<file path="src/sv/lbss_queue.sv">
module lbss_queue #(
  parameter int DEPTH = 2,
  parameter int WIDTH = 8
) (
  input  logic             clk_i,
  input  logic             rst_ni,
  input  logic             push_i,
  input  logic [WIDTH-1:0] data_i,
  output logic             full_o,
  input  logic             pop_i,
  output logic [WIDTH-1:0] data_o,
  output logic             empty_o
);

  localparam int PTR_W = (DEPTH > 1) ? $clog2(DEPTH) : 1;
  localparam int CNT_W = $clog2(DEPTH + 1);

  logic [WIDTH-1:0] mem_q [DEPTH];
  logic [PTR_W-1:0] wr_ptr_q, wr_ptr_d;
  logic [PTR_W-1:0] rd_ptr_q, rd_ptr_d;
  logic [CNT_W-1:0] count_q, count_d;
  logic             do_push, do_pop;

  assign full_o  = (count_q == CNT_W'(DEPTH));
  assign empty_o = (count_q == '0);
  assign do_push = push_i && !full_o;
  assign do_pop  = pop_i && !empty_o;
  assign data_o  = mem_q[rd_ptr_q];

  // Pointer and fill count update.
  always_comb begin
    wr_ptr_d = wr_ptr_q;
    rd_ptr_d = rd_ptr_q;
    count_d  = count_q;
    if (do_push) begin
      wr_ptr_d = (wr_ptr_q == PTR_W'(DEPTH - 1)) ? '0 : wr_ptr_q + 1'b1;
    end
    if (do_pop) begin
      rd_ptr_d = (rd_ptr_q == PTR_W'(DEPTH - 1)) ? '0 : rd_ptr_q + 1'b1;
    end
    if (do_push && !do_pop) begin
      count_d = count_q + 1'b1;
    end else if (do_pop && !do_push) begin
      count_d = count_q - 1'b1;
    end
  end

  always_ff @(posedge clk_i or negedge rst_ni) begin
    if (!rst_ni) begin
      wr_ptr_q <= '0;
      rd_ptr_q <= '0;
      count_q  <= '0;
    end else begin
      wr_ptr_q <= wr_ptr_d;
      rd_ptr_q <= rd_ptr_d;
      count_q  <= count_d;
    end
  end

  // Storage.
  always_ff @(posedge clk_i) begin
    if (do_push) begin
      mem_q[wr_ptr_q] <= data_i;
    end
  end

endmodule

</file>
<file path="config.mk">
export PLATFORM = sky130hd
export DESIGN_NAME = lbss_queue
export DESIGN_NICKNAME = d
export VERILOG_FILES = /design/src/sv/lbss_queue.sv
export SDC_FILE = /design/constraint.sdc
export NUM_CORES = 1
export LEC_CHECK = 0
export ABC_AREA = 0
export BUFFER_PORTS_ARGS = -buffer_cell sky130_fd_sc_hd__buf_2
export CAP_MARGIN = 30
export CORE_UTILIZATION = 48
export CTS_CLUSTER_DIAMETER = 200
export DETAILED_ROUTE_END_ITERATION = 6
export PLACE_DENSITY_LB_ADDON = 0.12
export SYNTH_ARGS = -nofsm -noshare
export SYNTH_HDL_FRONTEND = slang
export SYNTH_SLANG_ARGS = --single-unit
</file>
<file path="constraint.sdc">
create_clock -name clk_i -period 1.6 [get_ports clk_i]
set_input_delay 0 -clock clk_i [delete_from_list [all_inputs] [get_ports clk_i]]
set_output_delay 0 -clock clk_i [all_outputs]
set_load 0.02 [all_outputs]
</file>
==> metrics.txt, run 1 <==
Synth Area in XOR/XNOR 0.06560; setup_tns 0 ns; crit-path max cell delay around 0.44 ns; status complete, no violations; cell type with the largest total area after synthesis edfxtp_1; startpoint types flip-flop; Root Driver clkbuf_4; CP arrival around 1.7 ns; Antenna diodes 0; post-CTS sizing 0; # nets final 92; Antenna Nets Post-Route 0; Setup WS post-layout approximately 0.13 ns; cell family with most CP delay flip-flops; Initial Util 0.5191; max-slew violation count 0; PD cells between 1500 and 2000 mW/mm²; Yosys top cell area share 0.6144; maximum vdd drop 0.001216 V; core area 0.001506 mm²; die area roughly 0.0018 mm²; Worst EP required about 1.8 ns; combinational power share 0.377; R2R depth 7; layout cell share with drive strength beyond 1 0.3718; Net Sw Frac 0.3539; worst-margin pin slew 0.3963 ns; max-cap viol count 0; Die Wd approximately 42 µm; gr usage total 0.1429; register bit total from synthesis 20; crit end category flip-flop; first-pass GRT wire length approximately 1.9 mm; CP Class reg2reg; Iteration-0 DRC Markers 4; Max Buffers Root-to-Sink 2; CTS clock-pin slew for the worst setup and hold paths 0.10 ns; slowest CP cell dfrtp_1; worst min path class in2reg; Seq pwr share 0.487; DRT Pass-1 Iters 3; vias per std cell 4.755; Seq. cell area roughly 580 µm²; drt total wl ~1.2 mm; initial antenna violation count 0; GRT overflow 0; Yosys warning total 0; Synth Area in Simple Gates 0.03840; most used cell, CP xor2_1; drc violations 0; CP bufs+invs 1; adder-cell share of the synthesized area 0.01600; post-layout min period about 1.5 ns; # H-tree levels 1; final setup fails 0; largest net degree at the start of global routing 12; Clock Skews around 0.0050 ns; mux contribution to synthesized area 0.1152; CTS tree done; fmax about 700 MHz; RSZ-0062 raised after global routing no; Clock power frac 0.136; Final Hold Vio Count 0; post-DP HPWL between 700 and 800 µm; I/O Pins 22; post-synthesis compound-gate area fraction 0.006400; dpl ws 0.1240 ns; fillcell total approximately 110; R2R Path End count_q[1]; crit-path max FO 5; Pwr Total ~1.7 mW; reg-to-reg slack, setup ~0.13 ns; post-synthesis sequential area ratio 0.7424; area delta synth->final 31.20%; site row count 14; Num CTS Buffers 3; fin util 0.6811; Worst-Skew Late Latency a little under 0.3 ns; Slew HR 0.7358; clock sink count 20; Post-Syn Nets between 50 and 60; Area contributors post-synth edfxtp_1 (61%), dfrtp_1 (13%), mux2_1 (8.6%), mux2_2 (2.9%), xnor2_1 (2.2%); fin crit share 0.9159; CP Depth 7; Psw about 0.61 mW; area occupied by multi-input gates ~190 µm²; Final GP Congestion 0.6724; CP startpoint count_q[0]; mapped cell area about 780 µm²; Die Y 42.36 µm; reg2reg start count_q[0]; worst path cell trace nand2b_1 > nand2_2 > inv_1 > ha_1 > xor2_1 > nor2_1 > xor2_1; Int Power roughly 1.1 mW; Mapped Cells 44; vias in the first global route ~450; Leak roughly 0.43 nW; Port Buffer Count 21; main combinational cell family by area after synthesis multiplexers; Avg Cell Area, Syn 17.77 µm²; vias post-DR 447; post-DR wirelength/cell about 13 µm; synth unique cells 15; CP Capture Point count_q[1]
[how the worst min path moves through the flow]
| stage | from | end | slack [ns] | depth (start not counted) |
|---|---|---|---|---|
| 6_report | push_i | wr_ptr_q | 0.009 | 3 |
| 5_1_grt | push_i | wr_ptr_q | 0.005 | 3 |
| 4_1_cts | push_i | wr_ptr_q | 0.0002 | 3 |
| 3_5_place_dp | rst_ni | count_q[1] | -0.19 | 1 |
| 3_3_place_gp | rst_ni | count_q[1] | -0.19 | 1 |
| 2_1_floorplan | rst_ni | count_q[0] | -0.30 | 0 |
[placed cells by master (no fill, tap or decap)]
cell	netlist	layout
nor2_1	3	3
o21ai_1	1	1
dlygate4sd3_1	0	9
xnor2_2	1	1
dfrtp_1	4	4
xor2_1	2	2
mux2_1	6	6
buf_2	1	21
clkinv_1	0	1
clkbuf_4	0	3
ha_1	1	1
nand2b_1	1	1
edfxtp_1	16	16
inv_1	2	2
buf_4	0	1
xnor2_1	2	2
and3_1	1	1
nand2_2	1	1
mux2_2	2	2
[per-stage QoR]
| step | cell area, µm² | hold slack, ns | instances |
|---|---|---|---|
| after floorplan | 782.0 | -0.2956 | 44 |
| after global placement | 909.6 | -0.1880 | 81 |
| after detailed placement | 909.6 | -0.1866 | 81 |
| after CTS | 1026 | 0.0002132 | 94 |
| after global routing | 1026 | 0.005340 | 94 |
| final | 1026 | 0.009218 | 94 |
[tightest hold or removal path, cell delays in order]
cell and delay [ns]:
buf_2 0.11, nand2_2 0.09, xnor2_2 0.07
[cell usage after synthesis, drive strengths merged]
| cell | instances |
|---|---|
| edfxtp | 16 |
| mux2 | 8 |
| dfrtp | 4 |
| nor2 | 3 |
| xnor2 | 3 |
| inv | 2 |
| xor2 | 2 |
| and3 | 1 |
| buf | 1 |
| ha | 1 |
| nand2 | 1 |
| nand2b | 1 |
| o21ai | 1 |
[power groups by stage]
stage	combinational (mW)	clock, mW	sequential [mW]
after global placement	0.630	0	0.846
after global routing	0.695	0.262	0.856
after detailed placement	0.638	0	0.851
after CTS	0.657	0.240	0.839
after floorplan	0.502	0	0.793
final	0.648	0.234	0.837
[final cells by class]
type | instances | area share
Timing Repair Buffer | 31 | 0.1976
Multi-Input combinational cell | 21 | 0.1841
Clock buffer | 3 | 0.02195
Clock inverter | 1 | 0.003659
Tap cell | 16 | 0.01951
Sequential cell | 20 | 0.5659
Inverter | 2 | 0.007317
[what timing repair did]
item | 4_1_cts | 5_1_grt
buffers inserted | 0 | 0
endpoints found under the hold margin | 20 | 0
hold buffers | 9 | 0
[logic make-up (layout without fill, tap and decap cells)]
family / Yosys count / count (layout)
xor gates and xnor gates: 5 / 5
buffers and inverters: 3 / 37
AOI/OAI and AO/OA: 1 / 1
and+or+nand+nor: 6 / 6
adders and majority gates: 1 / 1
DFF: 20 / 20
muxes: 8 / 8
[layer usage]
layer | up-vias | part of all wire | track usage
li1 | 227 | - | -
met2 | 11 | 0.51 | 0.2492
met3 | 0 | 0.039 | 0.02586
met4 | 0 | 0 | 0.03750
met5 | - | 0 | 0
met1 | 209 | 0.45 | 0.1834
[flip-flops by register name, summed over array words and instances, names as in the netlist]
name / flops
mem_q: 16
count_q: 2
rd_ptr_q: 1
wr_ptr_q: 1
(Power assumes the default switching activity.)
==> run 2, diff against run 1 <==
Settings changed: CORE_ASPECT_RATIO set to 0.75, CORE_UTILIZATION 48 to 25.
==> metrics.txt, run 2 (synthesis gave the netlist of run 1 again) <==
Non-Filler Instances 119; maximum vdd drop between 0.0006 and 0.0007 V; top routing layer in use met3; vias in the first global route approximately 480; site row count 17; Leak ~0.46 nW; Antenna diodes 0; RSZ-0062 raised after global routing no; DRT Pass-1 Iters 4; met3 WL post-DR slightly above 50 µm; Num CTS Buffers 3; largest registers in the final layout mem_q x16, count_q x2; most common cell after layout, fill and taps aside buf_2; CTS tree done; fin crit share 0.9002; vias post-DR roughly 450; Worst-Skew Late Latency 0.25 ns; Slew HR 0.7282; fin util 0.3703; Inst Count DP ~110; Top reg by flops mem_q; CP Class reg2reg; final setup fails 0; Initial Util 0.2645; drc violations 0; vias per std cell 3.807; layout cell share with drive strength beyond 1 0.3951; max reg flops 16; # nets final 95; Die Wd approximately 67 µm; setup_tns 0 ns; crit end category flip-flop; post-DP HPWL a little over 900 µm; # H-tree levels 1; Port Buffer Count 21; status complete, no violations; CP arrival between 1.5 and 2 ns; max-cap viol count 0; initial antenna violation count 0; largest net degree at the start of global routing 12; worst path cell trace nand2b_1 > nand2_2 > inv_1 > ha_1 > xor2_1 > nor2_1 > xor2_1; wl on met1 about 620 µm; met2 routed WL 664 µm; most frequent cells in the layout buf_2 (21), edfxtp_1 (16), dlygate4sd3_1 (9); PD cells ~1700 mW/mm²; area delta synth->final 40.00%; Die Y slightly above 50 µm; CP bufs+invs 1; core area 0.002957 mm²; Antenna Nets Post-Route 0; slowest CP cell dfrtp_1; CTS clock-pin slew for the worst setup and hold paths around 0.070 ns; drt total wl between 1 and 1.5 mm; post-layout min period around 1.4 ns; Max Buffers Root-to-Sink 2; I/O Pins 22; cell family with most CP delay flip-flops; crit-path max cell delay 0.43 ns; max-slew violation count 0; Iteration-0 DRC Markers 10; Final Hold Vio Count 0; die area 0.003358 mm²; most used cell, CP xor2_1; clock sink count 20; Worst EP required ~1.8 ns; startpoint types flip-flop; Root Driver clkbuf_8; worst-margin pin slew around 0.41 ns; worst min path class in2reg; gr usage total 0.09526; first-pass GRT wire length approximately 2.2 mm; post-DR wirelength/cell 11.26 µm; Clock Skews 0.001408 ns; GRT overflow 0; fmax between 600 and 700 MHz; crit-path max FO 5; Final GP Congestion about 0.64
run 2: final timing paths:
check | start | end | slack, ns | cells after the start
worst max-delay path | count_q[0] | count_q[1] | 0.16 | 7
worst min-delay path | push_i | wr_ptr_q | 0.05 | 3
worst max register to register | count_q[0] | count_q[1] | 0.16 | 7
worst min register to register | count_q[1] | count_q[1] | 0.52 | 1
max in group asynchronous | rst_ni | rd_ptr_q | 1.39 | 2
min in group asynchronous | rst_ni | count_q[1] | 0.08 | 2
run 2: through the flow:
stage | hold WS (ns) | power (mW) | worst slack (ns) | cell area, µm²
after floorplan | -0.2956 | 1.295 | 0.2079 | 782.0
after global placement | -0.1839 | 1.538 | 0.1818 | 959.7
after detailed placement | -0.1828 | 1.537 | 0.1374 | 959.7
after CTS | 0.03529 | 1.882 | 0.1413 | 1095
after global routing | 0.04599 | 1.982 | 0.01299 | 1095
final | 0.04794 | 1.841 | 0.1597 | 1095
run 2: repair_timing:
item,4_1_cts,5_1_grt
buffers inserted,0,0
endpoints found under the setup margin,0,0
hold endpoints to repair,20,0
hold buffers,9,0
resized for setup,0,0
run 2: area by class of cell:
class | count | area, µm²
fillers | 302 | 1862
flip-flops and latches | 20 | 580.6
repair buffers | 34 | 225.2
multi-input cells | 21 | 188.9
well taps | 38 | 47.55
clock buffers | 3 | 41.29
inverters | 2 | 7.507
clock inverters | 1 | 3.754
run 2: where the power goes:
| group | internal [mW] | total, mW | switching, mW | leakage [nW] |
|---|---|---|---|---|
| clock network | 0.170 | 0.317 | 0.146 | 0.0231 |
| registers | 0.728 | 0.838 | 0.111 | 0.195 |
| logic | 0.324 | 0.686 | 0.362 | 0.237 |
run 2: layer usage:
layer	GRT usage	vias to the layer above
met5	0	-
met4	0.02128	0
met3	0.04318	0
met2	0.1599	10
met1	0.1106	213
li1	-	230
run 2: worst reg2reg max path, cell delays in order, from the launching register on:
cell      delay (ns)
dfrtp_1         0.43
nand2b_1        0.20
nand2_2         0.12
inv_1           0.05
ha_1            0.18
xor2_1          0.14
nor2_1          0.11
xor2_1          0.14
