<file path="src/sv/lbss_pkg.sv">
package lbss_pkg;

  // Field widths of the input and result words.
  localparam int SAMPLE_W  = 16;
  localparam int COUNT_W   = 24;
  localparam int SWEEP_W   = 32;
  localparam int BASE_W    = 16;
  localparam int BASE_FRAC = 12;

  // Growth factor register: reset value 1.5 and the value 1.0 in Q4.12.
  localparam logic [BASE_W-1:0] BASE_RESET = BASE_W'(6144);
  localparam logic [BASE_W-1:0] BASE_ONE   = BASE_W'(4096);

  // Three observables are tracked per bin.
  localparam int NUM_OBS   = 3;
  localparam int OBS_IDX_W = 2;

  // Accumulator and arithmetic widths.
  localparam int SUM_W    = SAMPLE_W + COUNT_W;
  localparam int MAG2_W   = 2 * SAMPLE_W;
  localparam int SQ_RAW_W = 2 * SAMPLE_W + COUNT_W;
  localparam int SQ_W     = (SQ_RAW_W > 64) ? 64 : SQ_RAW_W;
  localparam int DIFF_A_W = COUNT_W + SQ_W;
  localparam int DIFF_B_W = 2 * SUM_W;
  localparam int DIFF_W   = (DIFF_A_W > DIFF_B_W) ? DIFF_A_W : DIFF_B_W;
  localparam int ROOT_W   = (2 * SWEEP_W > MAG2_W) ? 2 * SWEEP_W : MAG2_W;

  // Queue depths.
  localparam int SNAP_DEPTH = 2;
  localparam int OUT_DEPTH  = 2;

  // Request codes.
  localparam logic REQ_SAMPLE = 1'b0;
  localparam logic REQ_FLUSH  = 1'b1;

  typedef struct packed {
    logic                       req_type;
    logic [SWEEP_W-1:0]         sweep_index;
    logic signed [SAMPLE_W-1:0] y_sample;
    logic signed [SAMPLE_W-1:0] y_square_sample;
    logic signed [SAMPLE_W-1:0] dy_square_sample;
  } lbss_item_t;

  typedef struct packed {
    logic [SWEEP_W-1:0]         lo_sweep;
    logic [SWEEP_W-1:0]         bin_end;
    logic [SWEEP_W-1:0]         mid_sweep;
    logic [COUNT_W-1:0]         point_count;
    logic signed [SAMPLE_W-1:0] mean_y;
    logic [SAMPLE_W-1:0]        err_y;
    logic signed [SAMPLE_W-1:0] mean_y2;
    logic [SAMPLE_W-1:0]        err_y2;
    logic signed [SAMPLE_W-1:0] mean_dy2;
    logic [SAMPLE_W-1:0]        err_dy2;
  } lbss_result_t;

  // A closed bin as handed from the front end to the back end.
  typedef struct packed {
    logic [SWEEP_W-1:0]                lo;
    logic [SWEEP_W-1:0]                hi;
    logic [COUNT_W-1:0]                count;
    logic [NUM_OBS-1:0][SUM_W-1:0]     sum;
    logic [NUM_OBS-1:0][SQ_W-1:0]      sq;
  } lbss_snap_t;

  typedef enum logic [2:0] {
    FR_IDLE,
    FR_CHECK,
    FR_MUL,
    FR_STEP,
    FR_ACC
  } lbss_front_state_e;

  typedef enum logic [2:0] {
    BK_IDLE,
    BK_CENTER,
    BK_ISSUE,
    BK_WAIT,
    BK_PUSH
  } lbss_back_state_e;

  typedef enum logic [2:0] {
    OP_CTR_ROOT,
    OP_MEAN_DIV,
    OP_NQ_MUL,
    OP_SS_MUL,
    OP_DIV_N1,
    OP_DIV_N2,
    OP_DIV_NM1,
    OP_ERR_ROOT
  } lbss_op_e;

endpackage

</file>
<file path="src/sv/lbss_front.sv">
module lbss_front (
  input  logic                          clk_i,
  input  logic                          rst_ni,
  input  logic                          push_i,
  input  lbss_pkg::lbss_item_t          item_i,
  output logic                          full_o,
  input  logic [lbss_pkg::BASE_W-1:0]   base_i,
  output lbss_pkg::lbss_snap_t          snap_o,
  output logic                          snap_push_o,
  input  logic                          snap_full_i
);
  import lbss_pkg::*;

  localparam int PROD_W = SWEEP_W + BASE_W;
  localparam int NXT_W  = PROD_W - BASE_FRAC + 1;
  localparam logic [SWEEP_W-1:0] SWEEP_MAX = {SWEEP_W{1'b1}};
  localparam logic [COUNT_W-1:0] COUNT_MAX = {COUNT_W{1'b1}};

  lbss_front_state_e   state_q, state_d;
  lbss_item_t          item_q, item_d;
  logic [SWEEP_W-1:0]  lo_q, lo_d, hi_q, hi_d;
  logic [COUNT_W-1:0]  cnt_q, cnt_d;
  logic [SUM_W-1:0]    sum_q [NUM_OBS];
  logic [SUM_W-1:0]    sum_d [NUM_OBS];
  logic [SQ_W-1:0]     sq_q [NUM_OBS];
  logic [SQ_W-1:0]     sq_d [NUM_OBS];
  logic [MAG2_W-1:0]   sqr_q [NUM_OBS];
  logic [MAG2_W-1:0]   sqr_d [NUM_OBS];
  logic [PROD_W-1:0]   prod_q, prod_d;
  logic [SAMPLE_W-1:0] smp [NUM_OBS];
  logic [SAMPLE_W-1:0] mag [NUM_OBS];
  logic [SWEEP_W-1:0]  sweep;
  logic [NXT_W-1:0]    nxt;
  logic [SQ_W:0]       sq_sum [NUM_OBS];

  assign full_o = (state_q != FR_IDLE);
  assign sweep  = item_q.sweep_index;
  assign smp[0] = item_q.y_sample;
  assign smp[1] = item_q.y_square_sample;
  assign smp[2] = item_q.dy_square_sample;

  // Snapshot of the open bin, pushed when it closes or is flushed.
  always_comb begin
    snap_o.lo    = lo_q;
    snap_o.hi    = hi_q;
    snap_o.count = cnt_q;
    for (int k = 0; k < NUM_OBS; k++) begin
      snap_o.sum[k] = sum_q[k];
      snap_o.sq[k]  = sq_q[k];
    end
  end

  // Magnitudes of the samples and their saturating square sums.
  always_comb begin
    for (int k = 0; k < NUM_OBS; k++) begin
      mag[k]    = smp[k][SAMPLE_W-1] ? (~smp[k] + 1'b1) : smp[k];
      sq_sum[k] = {1'b0, sq_q[k]} + (SQ_W + 1)'(sqr_q[k]);
    end
  end

  // Next upper edge from the registered product.
  always_comb begin
    nxt = {1'b0, prod_q[PROD_W-1:BASE_FRAC]} + 1'b1;
    if (nxt <= NXT_W'(hi_q)) begin
      nxt = NXT_W'(hi_q) + 1'b1;
    end
    if (nxt > NXT_W'(SWEEP_MAX)) begin
      nxt = NXT_W'(SWEEP_MAX);
    end
  end

  // Sequencer for one request.
  always_comb begin
    state_d     = state_q;
    item_d      = item_q;
    lo_d        = lo_q;
    hi_d        = hi_q;
    cnt_d       = cnt_q;
    prod_d      = prod_q;
    snap_push_o = 1'b0;
    for (int k = 0; k < NUM_OBS; k++) begin
      sum_d[k] = sum_q[k];
      sq_d[k]  = sq_q[k];
      sqr_d[k] = sqr_q[k];
    end
    case (state_q)
      FR_IDLE: begin
        if (push_i) begin
          item_d  = item_i;
          state_d = FR_CHECK;
        end
      end
      FR_CHECK: begin
        for (int k = 0; k < NUM_OBS; k++) begin
          sqr_d[k] = mag[k] * mag[k];
        end
        if (item_q.req_type == REQ_FLUSH) begin
          if (cnt_q == '0) begin
            state_d = FR_IDLE;
          end else if (!snap_full_i) begin
            snap_push_o = 1'b1;
            state_d     = FR_IDLE;
          end
        end else if (sweep > hi_q) begin
          if (cnt_q == '0 || !snap_full_i) begin
            snap_push_o = (cnt_q != '0);
            cnt_d       = '0;
            for (int k = 0; k < NUM_OBS; k++) begin
              sum_d[k] = '0;
              sq_d[k]  = '0;
            end
            if (base_i <= BASE_ONE) begin
              lo_d    = sweep - 1'b1;
              hi_d    = sweep;
              state_d = FR_ACC;
            end else begin
              state_d = FR_MUL;
            end
          end
        end else begin
          state_d = FR_ACC;
        end
      end
      FR_MUL: begin
        prod_d  = hi_q * base_i;
        state_d = FR_STEP;
      end
      FR_STEP: begin
        lo_d    = hi_q;
        hi_d    = nxt[SWEEP_W-1:0];
        state_d = (sweep > nxt[SWEEP_W-1:0]) ? FR_MUL : FR_ACC;
      end
      FR_ACC: begin
        if (cnt_q != COUNT_MAX) begin
          cnt_d = cnt_q + 1'b1;
          for (int k = 0; k < NUM_OBS; k++) begin
            sum_d[k] = sum_q[k] + {{(SUM_W - SAMPLE_W){smp[k][SAMPLE_W-1]}}, smp[k]};
            sq_d[k]  = sq_sum[k][SQ_W] ? {SQ_W{1'b1}} : sq_sum[k][SQ_W-1:0];
          end
        end
        state_d = FR_IDLE;
      end
      default: state_d = FR_IDLE;
    endcase
  end

  always_ff @(posedge clk_i or negedge rst_ni) begin
    if (!rst_ni) begin
      state_q <= FR_IDLE;
      lo_q    <= SWEEP_W'(1);
      hi_q    <= SWEEP_W'(2);
      cnt_q   <= '0;
      for (int k = 0; k < NUM_OBS; k++) begin
        sum_q[k] <= '0;
        sq_q[k]  <= '0;
      end
    end else begin
      state_q <= state_d;
      lo_q    <= lo_d;
      hi_q    <= hi_d;
      cnt_q   <= cnt_d;
      for (int k = 0; k < NUM_OBS; k++) begin
        sum_q[k] <= sum_d[k];
        sq_q[k]  <= sq_d[k];
      end
    end
  end

  // Request word, squares and edge product.
  always_ff @(posedge clk_i) begin
    item_q <= item_d;
    prod_q <= prod_d;
    for (int k = 0; k < NUM_OBS; k++) begin
      sqr_q[k] <= sqr_d[k];
    end
  end

  // A closed bin is only handed over when the queue has room.
  a_push_room: assert property (@(posedge clk_i) disable iff (!rst_ni)
    snap_push_o |-> !snap_full_i) else $error("front pushed into full queue");

  // The bin edges stay strictly ordered.
  a_edge_order: assert property (@(posedge clk_i) disable iff (!rst_ni)
    lo_q < hi_q) else $error("bin edges out of order");

  // Edge stepping only runs while the sweep is beyond the upper edge.
  a_step_needed: assert property (@(posedge clk_i) disable iff (!rst_ni)
    (state_q == FR_STEP) |-> (sweep > hi_q)) else $error("needless edge step");

endmodule

</file>
<file path="config.mk">
export PLATFORM = sky130hd
export DESIGN_NAME = lbss_front
export DESIGN_NICKNAME = d
export VERILOG_FILES = /design/src/sv/lbss_pkg.sv /design/src/sv/lbss_front.sv
export SDC_FILE = /design/constraint.sdc
export NUM_CORES = 2
export LEC_CHECK = 0
export ABC_AREA = 1
export BUFFER_PORTS_ARGS = -buffer_cell sky130_fd_sc_hd__buf_2
export CAP_MARGIN = 30
export CORE_ASPECT_RATIO = 1.25
export CORE_UTILIZATION = 50
export DETAILED_ROUTE_END_ITERATION = 10
export PLACE_DENSITY = 0.69
export SETUP_SLACK_MARGIN = 0.2
export SLEW_MARGIN = 20
export SYNTH_ARGS = -nofsm -noshare
export SYNTH_HDL_FRONTEND = slang
export SYNTH_SLANG_ARGS = --single-unit
</file>
<file path="constraint.sdc">
create_clock -name clk_i -period 10.66 [get_ports clk_i]
set_input_delay 1.066 -clock clk_i [delete_from_list [all_inputs] [get_ports clk_i]]
set_output_delay 1.066 -clock clk_i [all_outputs]
set_load 0.02 [all_outputs]
</file>
==> impl_summary.md <==
Routing
The number of nets with antenna violations after detailed routing is 0. The mean routed wirelength per cell is about 21 um. The total wire length is 270,000 um. The length of the first detailed-routing pass in iterations is 6. The ratio of routed vias to standard cells is between 5 and 6. After detailed routing, the number of remaining DRC violations is 0. The routed via count is 72,300.

The DRC marker count from the first detailed-route iteration is 5,311.

Run
The tool flagged a number of max-cap violations equal to 0.

Clock tree
The largest buffer count on any clock path is 3. Hold repair after CTS inserted 0 buffers. The count of clock tree sinks is 589. The number of setup buffers added after CTS is 0. The TritonCTS buffer count is 74. After clock tree synthesis, the clock-pin slew on the worst setup and hold paths is roughly 0.06 ns.

The H-tree was split into 3 levels. The latest clock arrival within the worst-skew pair is between 0.7 and 0.8 ns. In this run, post-CTS repair resized a total of 0 instances. TritonCTS built the clock tree. The tree is rooted in a sky130_fd_sc_hd__clkbuf_16.

Logic synthesis
The share of flip-flops with an asynchronous set or reset is 0.643. After synthesis, the most frequently instantiated cells are 2,370 x sky130_fd_sc_hd__nand2_1, 2,023 x sky130_fd_sc_hd__inv_1, 912 x sky130_fd_sc_hd__fa_1, 907 x sky130_fd_sc_hd__nor2_1, 713 x sky130_fd_sc_hd__ha_1. In this run, distinct cell masters in the synthesized netlist total 75. After synthesis the netlist holds a flip-flop and latch count of 589. The count of yosys warnings during synthesis is 0. The post-synthesis instance area is 0.0803 sq mm. The share of the Yosys chip area taken by registers is 0.197.

The largest total area in the synthesized netlist belongs to sky130_fd_sc_hd__fa_1. The number of enable flip-flop cells after synthesis is between 200 and 250. The most frequent cell after synthesis is sky130_fd_sc_hd__nand2_1.

Among all flip-flop cells after synthesis, the most frequent one is sky130_fd_sc_hd__dfrtp_1. The post-synthesis cell count is 10,500. After synthesis, the mean cell area works out to roughly 7.7 sq um. Sorting the synthesized cells by area gives the leading types as sky130_fd_sc_hd__fa_1 23%, sky130_fd_sc_hd__dfrtp_1 12%, sky130_fd_sc_hd__ha_1 11%. The area share of the largest cell type after synthesis is 0.227.

Setup path
Along the worst path, the maximum fanout reaches 18. The slowest stage cell on the critical path is sky130_fd_sc_hd__clkinv_1. At the worst endpoint, the required time is 11.12 ns. The worst setup path is launched from a flip-flop. The kind of cell with the highest combined delay along the critical path is adder cells. The library cell appearing most often on the critical path is sky130_fd_sc_hd__fa_1. Data on the critical path arrives at its endpoint at between 9 and 10 ns. The sum of buffers and inverters on the critical path is 7. The largest stage delay on the critical path is 0.55 ns. The worst setup path is of the flip-flop to flip-flop kind. The capturing element type of the critical path is a flip-flop.

STA
The routed design could run at a clock period as short as 8.74 ns. Measured against its own limit, the worst slew margin works out to 0.276. Derived from the worst setup path, the maximum achievable clock frequency is 114 MHz. Setup violations remaining at the end of the flow were counted as 0.

In the finished design, the share of the clock period the worst path needs comes to 0.820. The number of pins exceeding their max-slew limit in the final report is 0. After routing, the total negative slack on setup checks comes to 0 ns.

The number of hold-slack violations in the final timing report is 0. The worst clock skew is around 0.053 ns. At the pin with the least slew margin, the transition time is 1.09 ns. Hold timing on the final database bottoms out at a slack of 0.290 ns. Setup repair after global routing left no endpoint under its margin.

Die
The core region is 0.160 sq mm. The area enclosed by the die boundary is around 0.16 sq mm. During I/O placement, the number of pins put on the boundary was approximately 480.

In this run the core area contains 164 standard-cell rows. From left edge to right edge, the die measures approximately 360 um. The die boundary height is 450 um. The initial cell density of the core is 0.503.

Final layout
The final core utilization is 0.548. Of the cells placed in the final design, the portion with a size suffix greater than 1 is 0.0733. The layout overhead on the synthesized area is 8.98%.

The final layout net count is approximately 13,000. The finished layout holds ~13,000 standard cells, fillers aside.

Place
The final HPWL from detailed placement is 217,000 um. The number of cells in the design after placement is around 13,000. Routability-driven placement finished with a final weighted congestion of 1.01. The total of buffers placed on input and output ports is 478.

Global routing
The total routing usage reported by global routing is 0.336. The maximum number of pins on one net before global-route repair is between 150 and 200. The number of global-route vias before repair was 75,100. The wire length of the first global-routing pass is ~420,000 um.

The number of antenna violations at the first check in global routing is 5. The overall overflow remaining after global route is 0.

Min path
The min-delay analysis places its worst path in the category input pin to async pin.

Status
The run finished with clean final reports.
-- flip-flops by register name (all words and copies together) (netlist names) --
register,cells
lo_q,32
sweep,32
prod_q,36
sqr_q,93
state_q,3
hi_q,32
snap_o,288
cnt_q,24
item_q,49
-- layout make-up --
cell class / count / area (sq um)
fillers: 15200 / 72200
clock inverters: 49 / 654
clock buffers: 88 / 1990
well taps: 2075 / 2600
repair buffers: 547 / 3080
multi-input cells: 7597 / 55700
flip-flops and latches: 589 / 15800
inverters: 2049 / 7700
diodes: 4 / 10.0
-- worst reg2reg max path: cells and delay by family (launching register included) --
family / cells / cell delay [ns]
DFF: 1 / 0.50
buffers and inverters: 7 / 1.40
AOI/OAI and AO/OA: 5 / 1.02
xor gates and xnor gates: 2 / 0.62
adders and majority gates: 8 / 3.85
and+or+nand+nor: 9 / 1.09
-- layout by cell type (no fill, tap or decap), types with 65 or more instances in the layout --
cell	count
sky130_fd_sc_hd__nor4_1	65
sky130_fd_sc_hd__a21oi_1	562
sky130_fd_sc_hd__fa_1	912
sky130_fd_sc_hd__inv_1	2022
sky130_fd_sc_hd__buf_2	477
sky130_fd_sc_hd__nor2_1	905
sky130_fd_sc_hd__nand4_1	98
sky130_fd_sc_hd__nor3_1	152
sky130_fd_sc_hd__clkbuf_16	77
sky130_fd_sc_hd__o21ai_0	639
sky130_fd_sc_hd__xor2_1	242
sky130_fd_sc_hd__nand2_1	2369
sky130_fd_sc_hd__dfrtp_1	377
sky130_fd_sc_hd__edfxtp_1	210
sky130_fd_sc_hd__a31oi_1	74
sky130_fd_sc_hd__ha_1	713
sky130_fd_sc_hd__nand3_1	318
sky130_fd_sc_hd__xnor2_1	139
-- through the flow --
step                setup WS [ns]  cell area [sq um]
global route                 1.49              87500
detailed placement           2.06              84800
global placement             2.19              84600
CTS                          2.07              87400
finish                       1.92              87500
floorplan                    1.59              80400
-- path summary, 6_finish.rpt --
| check | cells after the start | slack (ns) | endpoint | from |
|---|---|---|---|---|
| worst max-delay path | 31 | 1.92 | sqr_q[0][91]$_DFFE_PN_ | item_q[0]$_DFFE_PP_ |
| worst min-delay path | 1 | 0.29 | cnt_q[9]$_DFFE_PN0P_ | rst_ni |
| worst max register to register | 31 | 1.92 | sqr_q[0][91]$_DFFE_PN_ | item_q[0]$_DFFE_PP_ |
| worst min register to register | 2 | 0.48 | lo_q[26]$_DFFE_PN0P_ | lo_q[26]$_DFFE_PN0P_ |
| max in group asynchronous | 4 | 8.43 | snap_o[72]$_DFFE_PN0P_ | rst_ni |
| min in group clk_i | 2 | 0.48 | lo_q[26]$_DFFE_PN0P_ | lo_q[26]$_DFFE_PN0P_ |
-- logic make-up (layout without fill, tap and decap cells) --
kind of cell               count (synthesis)  after routing  share of synthesized area
and+or+nand+nor                         4021           4021                      0.205
buffers and inverters                   2328           2733                      0.112
adders and majority gates               1625           1625                      0.339
AOI/OAI and AO/OA                       1533           1533                      0.106
DFF                                      589            589                      0.197
xor gates and xnor gates                 382            382                     0.0418
other                                      2             40                  0.0000936
-- per-layer routing --
layer / global-route usage / vias to the layer above / wire (um)
met5: 0 / - / 0
met4: 0.199 / 0 / 18000
met3: 0.0610 / 714 / 19200
met2: 0.584 / 2613 / 132000
met1: 0.383 / 35300 / 101000
li1: - / 33700 / -
Power is left out: the tool's default activity adds up to more than one toggle a clock period on the data nets, which glitch-free logic cannot reach.
