--- config.mk ---
export PLATFORM = sky130hd
export DESIGN_NAME = lbss_back
export DESIGN_NICKNAME = d
export VERILOG_FILES = /design/src/sv/lbss_pkg.sv /design/src/sv/lbss_divider.sv /design/src/sv/lbss_isqrt.sv /design/src/sv/lbss_back.sv
export SDC_FILE = /design/constraint.sdc
export NUM_CORES = 2
export LEC_CHECK = 0
export ABC_AREA = 1
export BUFFER_PORTS_ARGS = -buffer_cell sky130_fd_sc_hd__buf_2
export CORE_MARGIN = 2
export CORE_UTILIZATION = 35
export CTS_CLUSTER_SIZE = 14
export DETAILED_ROUTE_END_ITERATION = 6
export GPL_TIMING_DRIVEN = 0
export HOLD_SLACK_MARGIN = 0.12
export PLACE_DENSITY = 0.48
export SYNTH_ARGS = -nofsm -noshare
export SYNTH_HDL_FRONTEND = slang
export SYNTH_HIERARCHICAL = 1
export SYNTH_SLANG_ARGS = --single-unit
--- constraint.sdc ---
create_clock -name clk_i -period 56.3 [get_ports clk_i]
set_input_delay 11.26 -clock clk_i [delete_from_list [all_inputs] [get_ports clk_i]]
set_output_delay 11.26 -clock clk_i [all_outputs]
set_load 0.1 [all_outputs]
--- src/sv/lbss_pkg.sv ---
package lbss_pkg;

  // Field widths of the input and result words.
  localparam int SAMPLE_W  = 16;
  localparam int COUNT_W   = 24;
  localparam int SWEEP_W   = 32;
  localparam int BASE_W    = 16;
  localparam int BASE_FRAC = 12;

  // Growth factor register: reset value 1.5 and the value 1.0 in Q4.12.
  localparam logic [BASE_W-1:0] BASE_RESET = BASE_W'(6144);
  localparam logic [BASE_W-1:0] BASE_ONE   = BASE_W'(4096);

  // Three observables are tracked per bin.
  localparam int NUM_OBS   = 3;
  localparam int OBS_IDX_W = 2;

  // Accumulator and arithmetic widths.
  localparam int SUM_W    = SAMPLE_W + COUNT_W;
  localparam int MAG2_W   = 2 * SAMPLE_W;
  localparam int SQ_RAW_W = 2 * SAMPLE_W + COUNT_W;
  localparam int SQ_W     = (SQ_RAW_W > 64) ? 64 : SQ_RAW_W;
  localparam int DIFF_A_W = COUNT_W + SQ_W;
  localparam int DIFF_B_W = 2 * SUM_W;
  localparam int DIFF_W   = (DIFF_A_W > DIFF_B_W) ? DIFF_A_W : DIFF_B_W;
  localparam int ROOT_W   = (2 * SWEEP_W > MAG2_W) ? 2 * SWEEP_W : MAG2_W;

  // Queue depths.
  localparam int SNAP_DEPTH = 2;
  localparam int OUT_DEPTH  = 2;

  // Request codes.
  localparam logic REQ_SAMPLE = 1'b0;
  localparam logic REQ_FLUSH  = 1'b1;

  typedef struct packed {
    logic                       req_type;
    logic [SWEEP_W-1:0]         sweep_index;
    logic signed [SAMPLE_W-1:0] y_sample;
    logic signed [SAMPLE_W-1:0] y_square_sample;
    logic signed [SAMPLE_W-1:0] dy_square_sample;
  } lbss_item_t;

  typedef struct packed {
    logic [SWEEP_W-1:0]         lo_sweep;
    logic [SWEEP_W-1:0]         bin_end;
    logic [SWEEP_W-1:0]         mid_sweep;
    logic [COUNT_W-1:0]         point_count;
    logic signed [SAMPLE_W-1:0] mean_y;
    logic [SAMPLE_W-1:0]        err_y;
    logic signed [SAMPLE_W-1:0] mean_y2;
    logic [SAMPLE_W-1:0]        err_y2;
    logic signed [SAMPLE_W-1:0] mean_dy2;
    logic [SAMPLE_W-1:0]        err_dy2;
  } lbss_result_t;

  // A closed bin as handed from the front end to the back end.
  typedef struct packed {
    logic [SWEEP_W-1:0]                lo;
    logic [SWEEP_W-1:0]                hi;
    logic [COUNT_W-1:0]                count;
    logic [NUM_OBS-1:0][SUM_W-1:0]     sum;
    logic [NUM_OBS-1:0][SQ_W-1:0]      sq;
  } lbss_snap_t;

  typedef enum logic [2:0] {
    FR_IDLE,
    FR_CHECK,
    FR_MUL,
    FR_STEP,
    FR_ACC
  } lbss_front_state_e;

  typedef enum logic [2:0] {
    BK_IDLE,
    BK_CENTER,
    BK_ISSUE,
    BK_WAIT,
    BK_PUSH
  } lbss_back_state_e;

  typedef enum logic [2:0] {
    OP_CTR_ROOT,
    OP_MEAN_DIV,
    OP_NQ_MUL,
    OP_SS_MUL,
    OP_DIV_N1,
    OP_DIV_N2,
    OP_DIV_NM1,
    OP_ERR_ROOT
  } lbss_op_e;

endpackage

--- src/sv/lbss_divider.sv ---
module lbss_divider #(
  parameter int DVD_W = 80,
  parameter int DVS_W = 24
) (
  input  logic             clk_i,
  input  logic             rst_ni,
  input  logic             start_i,
  input  logic [DVD_W-1:0] dividend_i,
  input  logic [DVS_W-1:0] divisor_i,
  output logic             done_o,
  output logic [DVD_W-1:0] quotient_o,
  output logic [DVS_W-1:0] remainder_o
);

  localparam int CNT_W = $clog2(DVD_W + 1);

  logic [DVD_W-1:0] num_q;
  logic [DVS_W-1:0] rem_q, den_q;
  logic [CNT_W-1:0] cnt_q;
  logic             done_q;
  logic [DVS_W:0]   trial;
  logic             fits;

  assign quotient_o  = num_q;
  assign remainder_o = rem_q;
  assign done_o      = done_q;

  // One restoring step: shift in the next dividend bit and try the divisor.
  assign trial = {rem_q, num_q[DVD_W-1]};
  assign fits  = (trial >= {1'b0, den_q});

  always_ff @(posedge clk_i or negedge rst_ni) begin
    if (!rst_ni) begin
      cnt_q  <= '0;
      done_q <= 1'b0;
    end else begin
      done_q <= (cnt_q == CNT_W'(1));
      if (start_i) begin
        cnt_q <= CNT_W'(DVD_W);
      end else if (cnt_q != '0) begin
        cnt_q <= cnt_q - 1'b1;
      end
    end
  end

  always_ff @(posedge clk_i) begin
    if (start_i) begin
      num_q <= dividend_i;
      den_q <= divisor_i;
      rem_q <= '0;
    end else if (cnt_q != '0) begin
      num_q <= {num_q[DVD_W-2:0], fits};
      rem_q <= fits ? DVS_W'(trial - {1'b0, den_q}) : trial[DVS_W-1:0];
    end
  end

endmodule

--- src/sv/lbss_isqrt.sv ---
module lbss_isqrt #(
  parameter int IN_W = 64
) (
  input  logic              clk_i,
  input  logic              rst_ni,
  input  logic              start_i,
  input  logic [IN_W-1:0]   radicand_i,
  output logic              done_o,
  output logic [IN_W/2-1:0] root_o
);

  localparam int HALF_W = IN_W / 2;
  localparam int REM_W  = HALF_W + 2;
  localparam int CNT_W  = $clog2(HALF_W + 1);

  logic [IN_W-1:0]   rad_q;
  logic [REM_W-1:0]  rem_q;
  logic [HALF_W-1:0] root_q;
  logic [CNT_W-1:0]  cnt_q;
  logic              done_q;
  logic [REM_W+1:0]  rem2;
  logic [REM_W+1:0]  trial;
  logic              fits;

  assign root_o = root_q;
  assign done_o = done_q;

  // One result bit per step: bring down two radicand bits, try 4*root+1.
  assign rem2  = {rem_q, rad_q[IN_W-1:IN_W-2]};
  assign trial = (REM_W + 2)'({root_q, 2'b01});
  assign fits  = (rem2 >= trial);

  always_ff @(posedge clk_i or negedge rst_ni) begin
    if (!rst_ni) begin
      cnt_q  <= '0;
      done_q <= 1'b0;
    end else begin
      done_q <= (cnt_q == CNT_W'(1));
      if (start_i) begin
        cnt_q <= CNT_W'(HALF_W);
      end else if (cnt_q != '0) begin
        cnt_q <= cnt_q - 1'b1;
      end
    end
  end

  always_ff @(posedge clk_i) begin
    if (start_i) begin
      rad_q  <= radicand_i;
      rem_q  <= '0;
      root_q <= '0;
    end else if (cnt_q != '0) begin
      rad_q  <= {rad_q[IN_W-3:0], 2'b00};
      rem_q  <= fits ? REM_W'(rem2 - trial) : REM_W'(rem2);
      root_q <= {root_q[HALF_W-2:0], fits};
    end
  end

endmodule

--- src/sv/lbss_back.sv ---
module lbss_back (
  input  logic                   clk_i,
  input  logic                   rst_ni,
  input  lbss_pkg::lbss_snap_t   snap_i,
  input  logic                   snap_empty_i,
  output logic                   snap_pop_o,
  output lbss_pkg::lbss_result_t res_o,
  output logic                   res_push_o,
  input  logic                   res_full_i
);
  import lbss_pkg::*;

  localparam int MCNT_W = $clog2(SUM_W + 1);

  lbss_back_state_e    state_q, state_d;
  lbss_op_e            op_q, op_d;
  logic [OBS_IDX_W-1:0] k_q, k_d;
  lbss_snap_t          snap_q, snap_d;
  logic [2*SWEEP_W-1:0] prod_q, prod_d;
  logic [SWEEP_W-1:0]  center_q, center_d;
  logic [SAMPLE_W-1:0] mean_q [NUM_OBS];
  logic [SAMPLE_W-1:0] mean_d [NUM_OBS];
  logic [SAMPLE_W-1:0] err_q [NUM_OBS];
  logic [SAMPLE_W-1:0] err_d [NUM_OBS];
  logic [DIFF_W-1:0]   nq_q, nq_d, work_q, work_d;
  logic [DIFF_W-1:0]   mul_a_q, mul_a_d, mul_acc_q, mul_acc_d;
  logic [SUM_W-1:0]    mul_b_q, mul_b_d;
  logic [MCNT_W-1:0]   mul_cnt_q, mul_cnt_d;

  logic [SUM_W-1:0]    sum_sel, mag_sel;
  logic                sum_neg;
  logic [SQ_W-1:0]     sq_sel;
  logic [COUNT_W-1:0]  n;
  logic [SAMPLE_W-1:0] ceil_lo;
  logic                err_sat;
  logic                last_obs;

  logic                div_start, div_done;
  logic [DIFF_W-1:0]   div_num, div_quot;
  logic [COUNT_W-1:0]  div_den, div_rem;
  logic                root_start, root_done;
  logic [ROOT_W-1:0]   root_in;
  logic [ROOT_W/2-1:0] root_out;

  lbss_divider #(
    .DVD_W (DIFF_W),
    .DVS_W (COUNT_W)
  ) u_div (
    .clk_i       (clk_i),
    .rst_ni      (rst_ni),
    .start_i     (div_start),
    .dividend_i  (div_num),
    .divisor_i   (div_den),
    .done_o      (div_done),
    .quotient_o  (div_quot),
    .remainder_o (div_rem)
  );

  lbss_isqrt #(
    .IN_W (ROOT_W)
  ) u_isqrt (
    .clk_i      (clk_i),
    .rst_ni     (rst_ni),
    .start_i    (root_start),
    .radicand_i (root_in),
    .done_o     (root_done),
    .root_o     (root_out)
  );

  // Operands of the observable being worked on.
  assign n        = snap_q.count;
  assign sum_sel  = snap_q.sum[k_q];
  assign sq_sel   = snap_q.sq[k_q];
  assign sum_neg  = sum_sel[SUM_W-1];
  assign mag_sel  = sum_neg ? (~sum_sel + 1'b1) : sum_sel;
  assign ceil_lo  = div_quot[SAMPLE_W-1:0] + SAMPLE_W'(div_rem != '0);
  assign err_sat  = |work_q[DIFF_W-1:MAG2_W];
  assign last_obs = (k_q == OBS_IDX_W'(NUM_OBS - 1));

  // Result word.
  always_comb begin
    res_o.lo_sweep    = snap_q.lo;
    res_o.bin_end     = snap_q.hi;
    res_o.mid_sweep   = center_q;
    res_o.point_count = snap_q.count;
    res_o.mean_y      = mean_q[0];
    res_o.err_y       = err_q[0];
    res_o.mean_y2     = mean_q[1];
    res_o.err_y2      = err_q[1];
    res_o.mean_dy2    = mean_q[2];
    res_o.err_dy2     = err_q[2];
  end

  // Sequencer over the operations of one closed bin.
  always_comb begin
    state_d    = state_q;
    op_d       = op_q;
    k_d        = k_q;
    snap_d     = snap_q;
    prod_d     = prod_q;
    center_d   = center_q;
    nq_d       = nq_q;
    work_d     = work_q;
    mul_a_d    = mul_a_q;
    mul_b_d    = mul_b_q;
    mul_acc_d  = mul_acc_q;
    mul_cnt_d  = mul_cnt_q;
    snap_pop_o = 1'b0;
    res_push_o = 1'b0;
    div_start  = 1'b0;
    div_num    = work_q;
    div_den    = n;
    root_start = 1'b0;
    root_in    = ROOT_W'(prod_q);
    for (int j = 0; j < NUM_OBS; j++) begin
      mean_d[j] = mean_q[j];
      err_d[j]  = err_q[j];
    end
    case (state_q)
      BK_IDLE: begin
        if (!snap_empty_i) begin
          snap_pop_o = 1'b1;
          snap_d     = snap_i;
          state_d    = BK_CENTER;
        end
      end
      BK_CENTER: begin
        prod_d  = snap_q.lo * snap_q.hi;
        op_d    = OP_CTR_ROOT;
        k_d     = '0;
        state_d = BK_ISSUE;
      end
      BK_ISSUE: begin
        state_d = BK_WAIT;
        case (op_q)
          OP_CTR_ROOT: root_start = 1'b1;
          OP_MEAN_DIV: begin
            div_start = 1'b1;
            div_num   = DIFF_W'(mag_sel);
          end
          OP_NQ_MUL: begin
            mul_a_d   = DIFF_W'(sq_sel);
            mul_b_d   = SUM_W'(n);
            mul_acc_d = '0;
            mul_cnt_d = MCNT_W'(SUM_W);
          end
          OP_SS_MUL: begin
            mul_a_d   = DIFF_W'(mag_sel);
            mul_b_d   = mag_sel;
            mul_acc_d = '0;
            mul_cnt_d = MCNT_W'(SUM_W);
          end
          OP_DIV_N1, OP_DIV_N2: div_start = 1'b1;
          OP_DIV_NM1: begin
            div_start = 1'b1;
            div_den   = n - 1'b1;
          end
          OP_ERR_ROOT: begin
            root_start = 1'b1;
            root_in    = err_sat ? ROOT_W'({MAG2_W{1'b1}})
                                 : ROOT_W'(work_q[MAG2_W-1:0]);
          end
          default: state_d = BK_IDLE;
        endcase
      end
      BK_WAIT: begin
        case (op_q)
          OP_CTR_ROOT: begin
            if (root_done) begin
              center_d = root_out[SWEEP_W-1:0];
              op_d     = OP_MEAN_DIV;
              state_d  = BK_ISSUE;
            end
          end
          OP_MEAN_DIV: begin
            if (div_done) begin
              mean_d[k_q] = sum_neg ? (~ceil_lo + 1'b1) : div_quot[SAMPLE_W-1:0];
              if (n > COUNT_W'(1)) begin
                op_d    = OP_NQ_MUL;
                state_d = BK_ISSUE;
              end else begin
                err_d[k_q] = '0;
                op_d       = OP_MEAN_DIV;
                k_d        = k_q + 1'b1;
                state_d    = last_obs ? BK_PUSH : BK_ISSUE;
              end
            end
          end
          OP_NQ_MUL, OP_SS_MUL: begin
            if (mul_cnt_q != '0) begin
              mul_acc_d = mul_acc_q + (mul_b_q[0] ? mul_a_q : '0);
              mul_a_d   = {mul_a_q[DIFF_W-2:0], 1'b0};
              mul_b_d   = {1'b0, mul_b_q[SUM_W-1:1]};
              mul_cnt_d = mul_cnt_q - 1'b1;
            end else if (op_q == OP_NQ_MUL) begin
              nq_d    = mul_acc_q;
              op_d    = OP_SS_MUL;
              state_d = BK_ISSUE;
            end else begin
              work_d  = (nq_q >= mul_acc_q) ? (nq_q - mul_acc_q) : '0;
              op_d    = OP_DIV_N1;
              state_d = BK_ISSUE;
            end
          end
          OP_DIV_N1, OP_DIV_N2, OP_DIV_NM1: begin
            if (div_done) begin
              work_d  = div_quot;
              op_d    = (op_q == OP_DIV_N1) ? OP_DIV_N2 :
                        (op_q == OP_DIV_N2) ? OP_DIV_NM1 : OP_ERR_ROOT;
              state_d = BK_ISSUE;
            end
          end
          OP_ERR_ROOT: begin
            if (root_done) begin
              err_d[k_q] = root_out[SAMPLE_W-1:0];
              op_d       = OP_MEAN_DIV;
              k_d        = k_q + 1'b1;
              state_d    = last_obs ? BK_PUSH : BK_ISSUE;
            end
          end
          default: state_d = BK_IDLE;
        endcase
      end
      BK_PUSH: begin
        if (!res_full_i) begin
          res_push_o = 1'b1;
          state_d    = BK_IDLE;
        end
      end
      default: state_d = BK_IDLE;
    endcase
  end

  always_ff @(posedge clk_i or negedge rst_ni) begin
    if (!rst_ni) begin
      state_q   <= BK_IDLE;
      op_q      <= OP_CTR_ROOT;
      k_q       <= '0;
      mul_cnt_q <= '0;
    end else begin
      state_q   <= state_d;
      op_q      <= op_d;
      k_q       <= k_d;
      mul_cnt_q <= mul_cnt_d;
    end
  end

  // Working registers of the bin being finished.
  always_ff @(posedge clk_i) begin
    snap_q    <= snap_d;
    prod_q    <= prod_d;
    center_q  <= center_d;
    nq_q      <= nq_d;
    work_q    <= work_d;
    mul_a_q   <= mul_a_d;
    mul_b_q   <= mul_b_d;
    mul_acc_q <= mul_acc_d;
    for (int j = 0; j < NUM_OBS; j++) begin
      mean_q[j] <= mean_d[j];
      err_q[j]  <= err_d[j];
    end
  end

  // A result is only written when the output queue has room.
  a_res_room: assert property (@(posedge clk_i) disable iff (!rst_ni)
    res_push_o |-> !res_full_i) else $error("back pushed into full queue");

  // The divide by count minus one is only reached for two or more samples.
  a_nm1_count: assert property (@(posedge clk_i) disable iff (!rst_ni)
    (state_q == BK_ISSUE && op_q == OP_DIV_NM1) |-> (n > COUNT_W'(1)))
    else $error("divide by zero count");

  // Unit completions only arrive while the sequencer waits for them.
  a_done_wait: assert property (@(posedge clk_i) disable iff (!rst_ni)
    (div_done || root_done) |-> (state_q == BK_WAIT))
    else $error("unit finished outside wait");

endmodule

==> summary.md <==
| Metric | Value |
|---|---|
| Hold Path Cell Cnt | `0` |
| Pre-Repair DR Iteration Count | `6` |
| I/O Pins | `598` |
| Worst path most repeated cell | `buf_12` |
| R2R setup slack | `about 47,000 ps` |
| Vias in the first global route | `85,300` |
| Worst-margin pin slew | `roughly 1500 ps` |
| Grt total ovfl | `0` |
| Hold crit path type | `register to register` |
| Commonest non-fill, non-tap cell in the layout | `nand2_1` |
| GR peak layer | `met2` |
| Cells after synthesis | `13,100` |
| Critical Path RT | `45,040 ps` |
| Clock skew | `around 72 ps` |
| Max-Slew Margin vs Limit | `-1.44%` |
| Critical path's slowest cell | `nor2_4` |
| Initial Utilization | `35.2%` |
| Post-route setup slack | `roughly 32,000 ps` |
| Fin Setup TNS | `0 ps` |
| RR Startpoint | `res_o[203]` |
| Post-Place Setup Slack | `31,530 ps` |
| Clk root buf | `clkbuf_16` |
| Largest net degree at the start of global routing | `64` |
| Clock Tree Buf Depth | `4` |
| Fin. max-slew vios | `11` |
| Area Growth Syn to Fin | `13.2%` |
| DIE AREA | `303,000 sq um` |
| Synth Cell Area | `105,000 sq um` |
| Die X | `between 500 and 600 um` |
| Worst reg2reg path depth | `27` |
| RD Place Congestion | `0.980` |
| Crit end category | `output pin` |
| DR iter-0 viols | `8,463` |
| CTS tree | `built` |
| Post-CTS Resized | `0` |
| Layout Cells excl Fill | `around 18,000` |
| Syn avg cell area | `about 8.0 sq um` |
| Reg-to-Reg End | `prod_q[58]` |
| FP Rows | `200` |
| Worst Path Class, Setup | `primary input to output pin` |
| Total number of vias | `88,800` |
| Global routing usage on met2 | `40.1%` |
| Antenna violations before repair | `32` |
| Final setup violating endpoints | `0` |
| Arrival time of the worst setup path | `13,420 ps` |
| Synth Flop Type | `edfxtp_1` |
| Die Span Y | `around 550 um` |
| Setup repair bufs after CTS | `0` |
| RSZ-0062 raised after global routing | `false` |
| Seq cells post-synth | `1,215` |
| Commonest non-fill, non-tap cells in the layout | `3,847 x nand2_1, 2,909 x inv_1, 1,096 x edfxtp_1, 980 x nor2_1, 899 x fa_1` |
| Critical path's largest stage delay | `530 ps` |
| Fraction of layout cells with a size suffix above 1 | `8.37%` |
| Register area share after synthesis | `33.9%` |
| Critical-path cell list | `buf_2 -> nor2_4 -> buf_12 -> buf_12 -> buf_12 -> buf_12 -> buf_2` |
| Routed WL | `407,000 um` |
| Fmax | `40.5 MHz` |
| Drt drc | `0` |
| Routed vias/inst | `a little under 5` |
| Global Route met1 Usage | `37.4%` |
| Wire per inst | `22.6 um` |
| Worst-path fanout max | `32` |
| Async S/R FF share, synth | `between 2 and 2.5%` |
| Routed Antenna Nets | `0` |
| Core area | `297,000 sq um` |
| Final Hold Viols | `0` |
| Num CTS Buffers | `around 150` |
| First-pass GRT wire length | `580,000 um` |
| Worst skew pair latency | `850 ps` |
| Post-synthesis net count | `14,900` |
| Inst Count DP | `17,700` |
| Nets | `between 15,000 and 20,000` |
| Critical path's top delay family | `buffers and inverters` |
| MaxCap Viol Count | `1` |
| PortBufs | `just under 600` |
| Startpoint Class | `primary input` |
| Finished Core Util | `39.9%` |
| Post-DP HPWL | `335,000 um` |
| Clock-pin slew on the worst setup and hold paths | `60 ps` |
| Post-route clock period utilization | `a little over two fifths` |
| Clk sink count | `1,215` |
| Number of synthesized flops with an enable pin | `1,096` |
| H-tree levels | `4` |
| Count of cell types in the netlist | `69` |
| Tmin final | `24,680 ps` |
| All-layer global routing usage | `26.3%` |
| Hold endpoint | `center_q[20]` |
| Failing checks | `capacitance limit, slew limit` |
| CTS Hold Bufs | `0` |
| Ys Warns | `6` |
| Met3 Track Usage GR | `5.84%` |
| Bufs and invs on worst path | `6` |
| HP Start | `u_isqrt/root_o[20]` |
| Run status | `complete, but fails checks` |
[through the flow]
step                      hold slack, ps  instance area (sq um)
after floorplan                      408                 105000
after detailed placement             416                 113000
after global routing                 440                 118000
after CTS                            431                 118000
after global placement               414                 113000
final                                427                 118000
[synthesized netlist by cell type (4+ instances only)]
cell type | instances | area share [%]
ha_1 | 494 | 5.9
nor4_1 | 27 | 0.16
or2_2 | 28 | 0.17
nor3_1 | 81 | 0.39
nand2_2 | 33 | 0.20
o211ai_1 | 15 | 0.11
nor2_4 | 16 | 0.17
and2_1 | 7 | 0.042
nand4_1 | 81 | 0.48
dfxtp_1 | 90 | 1.7
nor2_2 | 22 | 0.13
inv_1 | 2909 | 10
xnor2_1 | 90 | 0.75
nor2_1 | 992 | 3.6
o22ai_1 | 91 | 0.54
a2bb2oi_1 | 18 | 0.15
a22oi_1 | 15 | 0.11
buf_4 | 98 | 0.70
buf_1 | 22 | 0.079
a21o_1 | 27 | 0.19
inv_2 | 10 | 0.036
clkbuf_1 | 310 | 1.1
edfxtp_1 | 1096 | 31
nand3_2 | 8 | 0.077
a21oi_1 | 520 | 2.5
o21ai_0 | 448 | 2.1
nand3b_1 | 64 | 0.46
o21ai_1 | 48 | 0.23
xor2_1 | 86 | 0.72
clkinv_1 | 6 | 0.022
buf_6 | 12 | 0.13
and3_1 | 6 | 0.036
a21boi_0 | 9 | 0.065
o31ai_1 | 4 | 0.029
a31oi_1 | 16 | 0.096
o21a_1 | 15 | 0.11
o21bai_1 | 55 | 0.39
or2_0 | 6 | 0.036
buf_2 | 41 | 0.20
a211oi_1 | 4 | 0.029
nand2_1 | 3847 | 14
fa_1 | 899 | 17
nand3_1 | 412 | 2.0
dfrtp_1 | 29 | 0.69
[cells by family after synthesis]
kind of cell	Yosys count	synth area share [%]
AO/OA/AOI/OAI	1298	6.82
XOR/XNOR	178	1.50
adder cells (fa/ha/maj)	1393	23.1
buffers and inverters	3415	12.8
flip-flops	1215	33.9
AND/OR/NAND/NOR	5644	21.9
[per-layer routing]
layer,share of wire [%],wire (um),vias up
li1,-,-,41900
met1,45,184000,43100
met2,43,176000,3306
met3,8.8,35600,463
met4,2.8,11300,6
met5,0.010,41,-
[how the worst max path moves through the flow]
stage                       from         end  slack [ps]  cells past startpoint
finish              snap_empty_i  snap_pop_o       31620                      7
global route        snap_empty_i  snap_pop_o       31480                      7
CTS                 snap_empty_i  snap_pop_o       31530                      7
detailed placement  snap_empty_i  snap_pop_o       31530                      7
global placement    snap_empty_i  snap_pop_o        5820                      3
floorplan           snap_empty_i  snap_pop_o       17160                      1
[sequential cells by signal (all words and copies together), names as in the netlist, 32 cells and up]
register	flops
u_isqrt/root_o	32
u_div/quotient_o	80
work_q	80
mul_acc_q	80
prod_q	64
center_q	32
nq_q	80
u_isqrt/rem_q	34
res_o	64
mean_q	48
mul_a_q	80
mul_b_q	40
u_isqrt/rad_q	64
err_q	48
snap_q	288
[cell type report]
class                           count  area, sq um
Antenna cell                       19         47.5
Buffer                            487         2400
Clock buffer                      180         4040
Clock inverter                     90         1050
Fill cell                       31300       179000
Inverter                         2928        11000
Multi-Input combinational cell   8513        55800
Sequential cell                  1215        35400
Tap cell                         3939         4930
Timing Repair Buffer              636         3650
Power is left out: the tool's default activity adds up to more than one toggle a clock period on the data nets, which glitch-free logic cannot reach.
